--- src/plr_pkg.sv ---
// ----------------------------------------------------------------------------
// plr_pkg
// Shared widths, datapath operation codes and controller/datapath types for
// the polyline arc length resampler.
// ----------------------------------------------------------------------------
package plr_pkg;

    localparam int COORD_W    = 32;
    localparam int STEP_W     = 20;
    localparam int ARC_W      = 40;
    localparam int LEN_W      = 33;
    localparam int POS_W      = 34;
    localparam int PROD_W     = 66;
    localparam int MUL_B_W    = 32;
    localparam int CNT_W      = 6;
    localparam int ROOT_STEPS = 33;
    localparam int DIV_STEPS  = 33;
    localparam int ITER_W     = $clog2(ROOT_STEPS + 1);

    localparam logic [STEP_W-1:0] STEP_RESET = 20'd1000;

    localparam logic [1:0] PH_NONE = 2'd0;
    localparam logic [1:0] PH_ONE  = 2'd1;
    localparam logic [1:0] PH_MANY = 2'd2;

    typedef logic [4:0] t_op;

    localparam t_op OP_NOP    = 5'd0;
    localparam t_op OP_LINE   = 5'd1;
    localparam t_op OP_LOAD   = 5'd2;
    localparam t_op OP_SQX    = 5'd3;
    localparam t_op OP_SQY    = 5'd4;
    localparam t_op OP_ROOT   = 5'd5;
    localparam t_op OP_PLAN   = 5'd6;
    localparam t_op OP_COUNT  = 5'd7;
    localparam t_op OP_SCALE  = 5'd8;
    localparam t_op OP_ARCEND = 5'd9;
    localparam t_op OP_START  = 5'd10;
    localparam t_op OP_MULX   = 5'd11;
    localparam t_op OP_DIVX   = 5'd12;
    localparam t_op OP_SAVEX  = 5'd13;
    localparam t_op OP_MULY   = 5'd14;
    localparam t_op OP_DIVY   = 5'd15;
    localparam t_op OP_EMIT   = 5'd16;
    localparam t_op OP_DONE   = 5'd17;

    typedef struct packed {
        t_op op;
    } t_cmd;

    typedef struct packed {
        logic line_start;
        logic root_busy;
        logic div_busy;
        logic start_needed;
        logic emit_more;
        logic last_emit;
        logic out_free;
    } t_stat;

endpackage

--- src/plr_ctrl.sv ---
// ----------------------------------------------------------------------------
// plr_ctrl
// Sequencer for one vertex: squares, root, sample count, then one
// multiply and divide per coordinate for each sample.
// ----------------------------------------------------------------------------
module plr_ctrl (
    input  logic           i_clk,
    input  logic           i_rst_n,
    input  logic           i_in_valid,
    output logic           o_in_ready,
    input  plr_pkg::t_stat i_stat,
    output plr_pkg::t_cmd  o_cmd
);

    localparam logic [4:0] S_IDLE   = 5'd0;
    localparam logic [4:0] S_SQX    = 5'd1;
    localparam logic [4:0] S_SQY    = 5'd2;
    localparam logic [4:0] S_ROOT   = 5'd3;
    localparam logic [4:0] S_RWAIT  = 5'd4;
    localparam logic [4:0] S_PLAN   = 5'd5;
    localparam logic [4:0] S_DWAIT  = 5'd6;
    localparam logic [4:0] S_COUNT  = 5'd7;
    localparam logic [4:0] S_SCALE  = 5'd8;
    localparam logic [4:0] S_ARCEND = 5'd9;
    localparam logic [4:0] S_START  = 5'd10;
    localparam logic [4:0] S_MULX   = 5'd11;
    localparam logic [4:0] S_DIVX   = 5'd12;
    localparam logic [4:0] S_XWAIT  = 5'd13;
    localparam logic [4:0] S_SAVEX  = 5'd14;
    localparam logic [4:0] S_MULY   = 5'd15;
    localparam logic [4:0] S_DIVY   = 5'd16;
    localparam logic [4:0] S_YWAIT  = 5'd17;
    localparam logic [4:0] S_EMIT   = 5'd18;
    localparam logic [4:0] S_DONE   = 5'd19;

    logic [4:0] r_state, n_state;

    always_comb begin
        n_state  = r_state;
        o_cmd.op = plr_pkg::OP_NOP;
        case (r_state)
            S_IDLE: begin
                if (i_in_valid) begin
                    if (i_stat.line_start) begin
                        o_cmd.op = plr_pkg::OP_LINE;
                    end else begin
                        o_cmd.op = plr_pkg::OP_LOAD;
                        n_state  = S_SQX;
                    end
                end
            end
            S_SQX: begin
                o_cmd.op = plr_pkg::OP_SQX;
                n_state  = S_SQY;
            end
            S_SQY: begin
                o_cmd.op = plr_pkg::OP_SQY;
                n_state  = S_ROOT;
            end
            S_ROOT: begin
                o_cmd.op = plr_pkg::OP_ROOT;
                n_state  = S_RWAIT;
            end
            S_RWAIT: begin
                if (!i_stat.root_busy) begin
                    n_state = S_PLAN;
                end
            end
            S_PLAN: begin
                o_cmd.op = plr_pkg::OP_PLAN;
                n_state  = S_DWAIT;
            end
            S_DWAIT: begin
                if (!i_stat.div_busy) begin
                    n_state = S_COUNT;
                end
            end
            S_COUNT: begin
                o_cmd.op = plr_pkg::OP_COUNT;
                n_state  = S_SCALE;
            end
            S_SCALE: begin
                o_cmd.op = plr_pkg::OP_SCALE;
                n_state  = S_ARCEND;
            end
            S_ARCEND: begin
                o_cmd.op = plr_pkg::OP_ARCEND;
                n_state  = S_START;
            end
            S_START: begin
                if (!i_stat.start_needed || i_stat.out_free) begin
                    if (i_stat.start_needed) begin
                        o_cmd.op = plr_pkg::OP_START;
                    end
                    n_state = i_stat.emit_more ? S_MULX : S_DONE;
                end
            end
            S_MULX: begin
                o_cmd.op = plr_pkg::OP_MULX;
                n_state  = S_DIVX;
            end
            S_DIVX: begin
                o_cmd.op = plr_pkg::OP_DIVX;
                n_state  = S_XWAIT;
            end
            S_XWAIT: begin
                if (!i_stat.div_busy) begin
                    n_state = S_SAVEX;
                end
            end
            S_SAVEX: begin
                o_cmd.op = plr_pkg::OP_SAVEX;
                n_state  = S_MULY;
            end
            S_MULY: begin
                o_cmd.op = plr_pkg::OP_MULY;
                n_state  = S_DIVY;
            end
            S_DIVY: begin
                o_cmd.op = plr_pkg::OP_DIVY;
                n_state  = S_YWAIT;
            end
            S_YWAIT: begin
                if (!i_stat.div_busy) begin
                    n_state = S_EMIT;
                end
            end
            S_EMIT: begin
                if (i_stat.out_free) begin
                    o_cmd.op = plr_pkg::OP_EMIT;
                    n_state  = i_stat.last_emit ? S_DONE : S_MULX;
                end
            end
            S_DONE: begin
                o_cmd.op = plr_pkg::OP_DONE;
                n_state  = S_IDLE;
            end
            default: begin
                n_state = S_IDLE;
            end
        endcase
    end

    always_ff @(posedge i_clk) begin
        if (!i_rst_n) begin
            r_state <= S_IDLE;
        end else begin
            r_state <= n_state;
        end
    end

    assign o_in_ready = r_state == S_IDLE;

endmodule

--- config.mk ---
export PLATFORM = sky130hd
export DESIGN_NAME = plr_ctrl
export DESIGN_NICKNAME = d
export VERILOG_FILES = /design/src/plr_pkg.sv /design/src/plr_ctrl.sv
export SDC_FILE = /design/constraint.sdc
export NUM_CORES = 1
export LEC_CHECK = 0
export BUFFER_PORTS_ARGS = -buffer_cell sky130_fd_sc_hd__buf_2
export CORE_MARGIN = 2
export CORE_UTILIZATION = 41
export DETAILED_ROUTE_END_ITERATION = 8
export GPL_ROUTABILITY_DRIVEN = 0
export PLACE_DENSITY_LB_ADDON = 0.12
export SYNTH_ARGS = -nofsm -noshare
export SYNTH_HDL_FRONTEND = slang
export SYNTH_SLANG_ARGS = --single-unit
--- constraint.sdc ---
create_clock -name i_clk -period 1.6 [get_ports i_clk]
set_input_delay 0.32 -clock i_clk [delete_from_list [all_inputs] [get_ports i_clk]]
set_output_delay 0.32 -clock i_clk [all_outputs]
set_load 0.05 [all_outputs]
==> results.md, run 1 <==
- Floorplan die width: 42.0 um
- Tool error: [ERROR DPL-0038] Utilization greater than 100%, impossible to legalize
- Cell at the root of the clock tree: sky130_fd_sc_hd__clkbuf_4
- H-tree lvl count: 1
- Post-synthesis cell area: 592 sq um
- Hold-fix buffers at CTS: 0
- Area share of the largest cell type after synthesis: 0.169
- CTS Buffer Depth: 2
- Die Ht: 42.0 um
- Number of flops mapped to enable cells by yosys: 0
- Mapped Cells: 84
- Share of async-settable or async-resettable flops after synthesis: 0
- Main area contributors after synthesis: sky130_fd_sc_hd__dfxtp_1 17%, sky130_fd_sc_hd__o21ai_0 5.9%, sky130_fd_sc_hd__nand2_1 5.7%
- Sequential element share of the synthesized area: 0.169
- GR repair worst EP: o_cmd[1]
- Classification of the worst endpoint: top-level output
- Starting density of the core: 0.449
- Post-synthesis register bit count: 5
- Top flip-flop cell by instance count after synthesis: sky130_fd_sc_hd__dfxtp_1
- Number of clock sinks seen by CTS: 5
- Cell area reported after detailed placement: 995 sq um
- Port bufs: 15
- Biggest area consumer among synthesized cells: sky130_fd_sc_hd__dfxtp_1
- Maximum number of pins on one net before global-route repair: 11
- Outcome: stopped before the end
- Synth warn: 0
- Step where the flow halted: 5_1_grt
- Count of boundary I/O pins: 16
- Total CTS buffers: 3
- DP Wirelength: 1.56 mm
- Net Count, Synth: 94
- Mean area per synthesized cell: 7.05 sq um
- Synth unique cells: 36
- Cell Rows: 13
-- per-stage QoR --
stage	setup slack, ns	utilization	instances	hold WS (ns)
after floorplan	-0.283	-	84	0.446
after global placement	-0.194	0.755	139	0.596
after detailed placement	-0.267	0.755	139	0.607
after CTS	-0.234	0.947	154	0.339
-- cell usage after synthesis, drive strengths merged (2+ instances only) --
cell / number
nand2: 9
o21ai: 7
a21oi: 5
dfxtp: 5
inv: 5
nor2: 5
clkbuf: 4
nand2b: 4
nor2b: 4
a31oi: 3
a2111oi: 2
buf: 2
mux2i: 2
nor3: 2
nor4: 2
o211a: 2
o22ai: 2
xnor2: 2
-- kinds of logic after synthesis --
kind of cell / synth area share
multiplexers: 0.0338
flip-flops: 0.169
XOR/XNOR: 0.0296
AND/OR/NAND/NOR: 0.302
buffers and inverters: 0.0740
AO/OA/AOI/OAI: 0.391
-- timing repair --
action                     in CTS
resized for setup              41
buffers inserted               11
setup endpoints to repair      10
pin swaps                      13
==> run 2, diff against run 1 <==
--- a/config.mk
+++ b/config.mk
@@ -6,11 +6,11 @@
 export NUM_CORES = 1
 export LEC_CHECK = 0
 export BUFFER_PORTS_ARGS = -buffer_cell sky130_fd_sc_hd__buf_2
-export CORE_MARGIN = 2
-export CORE_UTILIZATION = 41
+export CORE_AREA = 2 2 63 65
 export DETAILED_ROUTE_END_ITERATION = 8
+export DIE_AREA = 0 0 65 67
 export GPL_ROUTABILITY_DRIVEN = 0
-export PLACE_DENSITY_LB_ADDON = 0.12
+export PLACE_DENSITY_LB_ADDON = 0.15
 export SYNTH_ARGS = -nofsm -noshare
 export SYNTH_HDL_FRONTEND = slang
 export SYNTH_SLANG_ARGS = --single-unit
==> constraint.sdc (replaced) <==
create_clock -name i_clk -period 2.08 [get_ports i_clk]
set_input_delay 0.416 -clock i_clk [delete_from_list [all_inputs] [get_ports i_clk]]
set_output_delay 0.416 -clock i_clk [all_outputs]
set_load 0.05 [all_outputs]
==> results.md, run 2 <==
- Arr. time, crit path: 1.56 ns
- Most repeated cell in the gate-level netlist after synthesis: sky130_fd_sc_hd__nand2_1
- Hold_sp: i_rst_n
- Power dissipated by switching net loads: 0.000935 W
- # DRC: 0
- Top flip-flop cell by instance count after synthesis: sky130_fd_sc_hd__dfxtp_1
- Routed wire length: 2.05 mm
- Setup Viol. Count Final: 0
- Peak supply drop: 0.393 mV
- Std-Cell Core Area: 0.00361 sq mm
- Max-cap violation count: 0
- Ant. Diodes: 0
- Final number of hold-violating endpoints: 0
- Clock input transition at the sequential cells of the worst setup and hold paths: 0.04 ns
- Peak Freq: 506 MHz
- Synth unique cells: 36
- Launching element of the worst setup path: r_state[1]
- Detail Route Antenna Nets: 0
- Largest registers ranked by flip-flop count: r_state (5)
- Power per cell area: 1920 mW/mm^2
- Leftover overflow at the end of global routing: 0
- Hold-fix buffers at CTS: 0
- Average wire per standard cell: 13.0 um
- Number of clock sinks seen by CTS: 5
- Final core utilization: 0.252
- Sequential element share of the synthesized area: 0.169
- Main area contributors after synthesis: sky130_fd_sc_hd__dfxtp_1 17%, sky130_fd_sc_hd__o21ai_0 5.9%, sky130_fd_sc_hd__nand2_1 5.7%
- Static leakage power: 0.370 nW
- Layout area overhead: 53.7%
- Post-route non-filler standard cell count: 158
- Outcome: finished clean
- Starting density of the core: 0.164
- Clock latency reported for the late side of the worst-skew pair: 0.22 ns
- Sequential cell fraction of total power: 0.133
- CP Launch Type: flop
- Crit share post-route: 0.950
- Maximum number of pins on one net before global-route repair: 14
- Global-route wire length before repair: 3.36 mm
- Detailed-route vias per instance: 4.59
- Worst path max stage delay: 0.40 ns
- Switching Share: 0.536
- Share of async-settable or async-resettable flops after synthesis: 0
- Number of placed cells counting well taps: 154
- DP Wirelength: 1.67 mm
- Biggest area consumer among synthesized cells: sky130_fd_sc_hd__dfxtp_1
- Combinational share of power: 0.765
- Commonest cells after routing, fill and taps aside: 13 x sky130_fd_sc_hd__buf_2, 13 x sky130_fd_sc_hd__buf_4, 9 x sky130_fd_sc_hd__nand2_1, 7 x sky130_fd_sc_hd__o21ai_0
- Cells along the critical path: buf_4, nor2b_1, o21ai_0, o22ai_2, buf_2
- Unrepaired setup endpoints after global routing: yes
- Final Net Count: 121
- Antenna violations before repair: 0
- Clock power frac: 0.102
- Number of global-route vias before repair: 736
- Post-synthesis cell area: 592 sq um
- Total routing resource utilization after global routing: 0.0994
- Flip-flop count of the largest register after layout: 5
- CTS tree: done
- Worst Hold Class: in -> reg
- DIE AREA: 0.00436 sq mm
- Net Count, Synth: 94
- Mapped Cells: 84
- Slowest cell on crit path: sky130_fd_sc_hd__dfxtp_1
- Hold Worst Slack: 0.468 ns
- Leading post-synthesis cells by instance count: 9 x sky130_fd_sc_hd__nand2_1, 7 x sky130_fd_sc_hd__o21ai_0
- Die Ht: 67 um
- Initial DRT Pass Iterations: 5
- Total of fill cells in the finished design: 394
- Internal Pwr Total: 0.000809 W
- Post-synthesis register bit count: 5
- Cell Rows: 22
- Port bufs: 15
- Mean area per synthesized cell: 7.05 sq um
- Synth warn: 0
- Area share of the largest cell type after synthesis: 0.169
- Top fanout value on the critical path: 7
- Critical path type: reg -> out
- WP data required: 1.66 ns
- Number of flops mapped to enable cells by yosys: 0
- Vias after detailed routing: 726
- Tmin final: 1.98 ns
- Slew Limit Fails: 0
- Biggest register: r_state
- Cell at the root of the clock tree: sky130_fd_sc_hd__clkbuf_8
- Element type at the critical path end: output pin
- Layout cell share with drive strength beyond 1: 0.409
- Count of boundary I/O pins: 16
- CTS Buffer Depth: 2
- Floorplan die width: 65 um
- Layout Skew: 0.00101 ns
- Number of buffers inserted to repair setup after CTS: 0
- Relative slew margins: 0.512
- Total CTS buffers: 3
- Worst reg2reg path startpoint: r_state[4]
- H-tree lvl count: 1
- Starting DRT DRC Count: 43
- Transition time of the tightest slew-check pin: 0.730 ns
-- run 2: cell counts after synthesis --
Identical to the previous run, type by type.
-- run 2: layout make-up --
cell class | count | area [sq um] | share of cell area
Multi-Input combinational cell | 68 | 497 | 0.546
Timing Repair Buffer | 28 | 181 | 0.199
Sequential cell | 5 | 108 | 0.118
Tap cell | 48 | 60.1 | 0.0660
Clock buffer | 4 | 45.0 | 0.0495
Inverter | 5 | 18.8 | 0.0206
-- run 2: what timing repair did --
| action | CTS | global route |
|---|---|---|
| endpoints found under the hold margin | 0 | 0 |
| endpoints found under the setup margin | 7 | 7 |
| resized for setup | 4 | 9 |
| pin swaps | 0 | 0 |
-- run 2: worst paths after layout --
check / end / slack, ns / depth (start not counted)
setup / recovery: o_cmd[1] / 0.10 / 5
hold / removal: r_state[4] / 0.47 / 2
setup reg to reg: r_state[3] / 0.22 / 5
hold reg to reg: r_state[1] / 0.54 / 2
-- run 2: cells by family after synthesis --
| kind of cell | count (synthesis) | share of synthesized area |
|---|---|---|
| simple gates | 34 | 0.302 |
| flops | 5 | 0.169 |
| xor+xnor | 2 | 0.0296 |
| compound gates | 30 | 0.391 |
| mux | 2 | 0.0338 |
| buf+inv | 11 | 0.0740 |
-- run 2: critical path, delay by kind of cell (launching register included) --
kind                   cells  cell delay, ns
buffers and inverters      2            0.49
flip-flops                 1            0.40
AND/OR/NAND/NOR            1            0.17
AO/OA/AOI/OAI              2            0.27
-- run 2: metal layers --
metal | GRT usage | vias up | share of wire
met2 | 0.175 | 21 | 0.49
met5 | 0 | - | 0
met1 | 0.122 | 337 | 0.46
li1 | - | 366 | -
met3 | 0.0220 | 2 | 0.039
met4 | 0.0239 | 0 | 0.0049
-- run 2: power by group through the flow --
stage | clock network (W) | logic, W | registers [W]
floorplan | 0 | 0.000971 | 0.000167
global placement | 0 | 0.00129 | 0.000222
detailed placement | 0 | 0.00128 | 0.000222
CTS | 0.000183 | 0.00129 | 0.000226
global route | 0.000193 | 0.00144 | 0.000243
finish | 0.000178 | 0.00133 | 0.000232
-- run 2: stage by stage --
| step | power, W | setup WS [ns] | setup TNS, ns | instance area [sq um] |
|---|---|---|---|---|
| final | 0.00174 | 0.105 | 0 | 910 |
| after global routing | 0.00188 | -0.0122 | -0.0219 | 910 |
| after CTS | 0.00170 | 0.0147 | 0 | 891 |
| after detailed placement | 0.00150 | -0.0360 | -0.0412 | 840 |
| after global placement | 0.00151 | 0.0948 | 0 | 840 |
| after floorplan | 0.00114 | -0.0399 | -0.0399 | 632 |
Power figures use the tool's default switching activity.
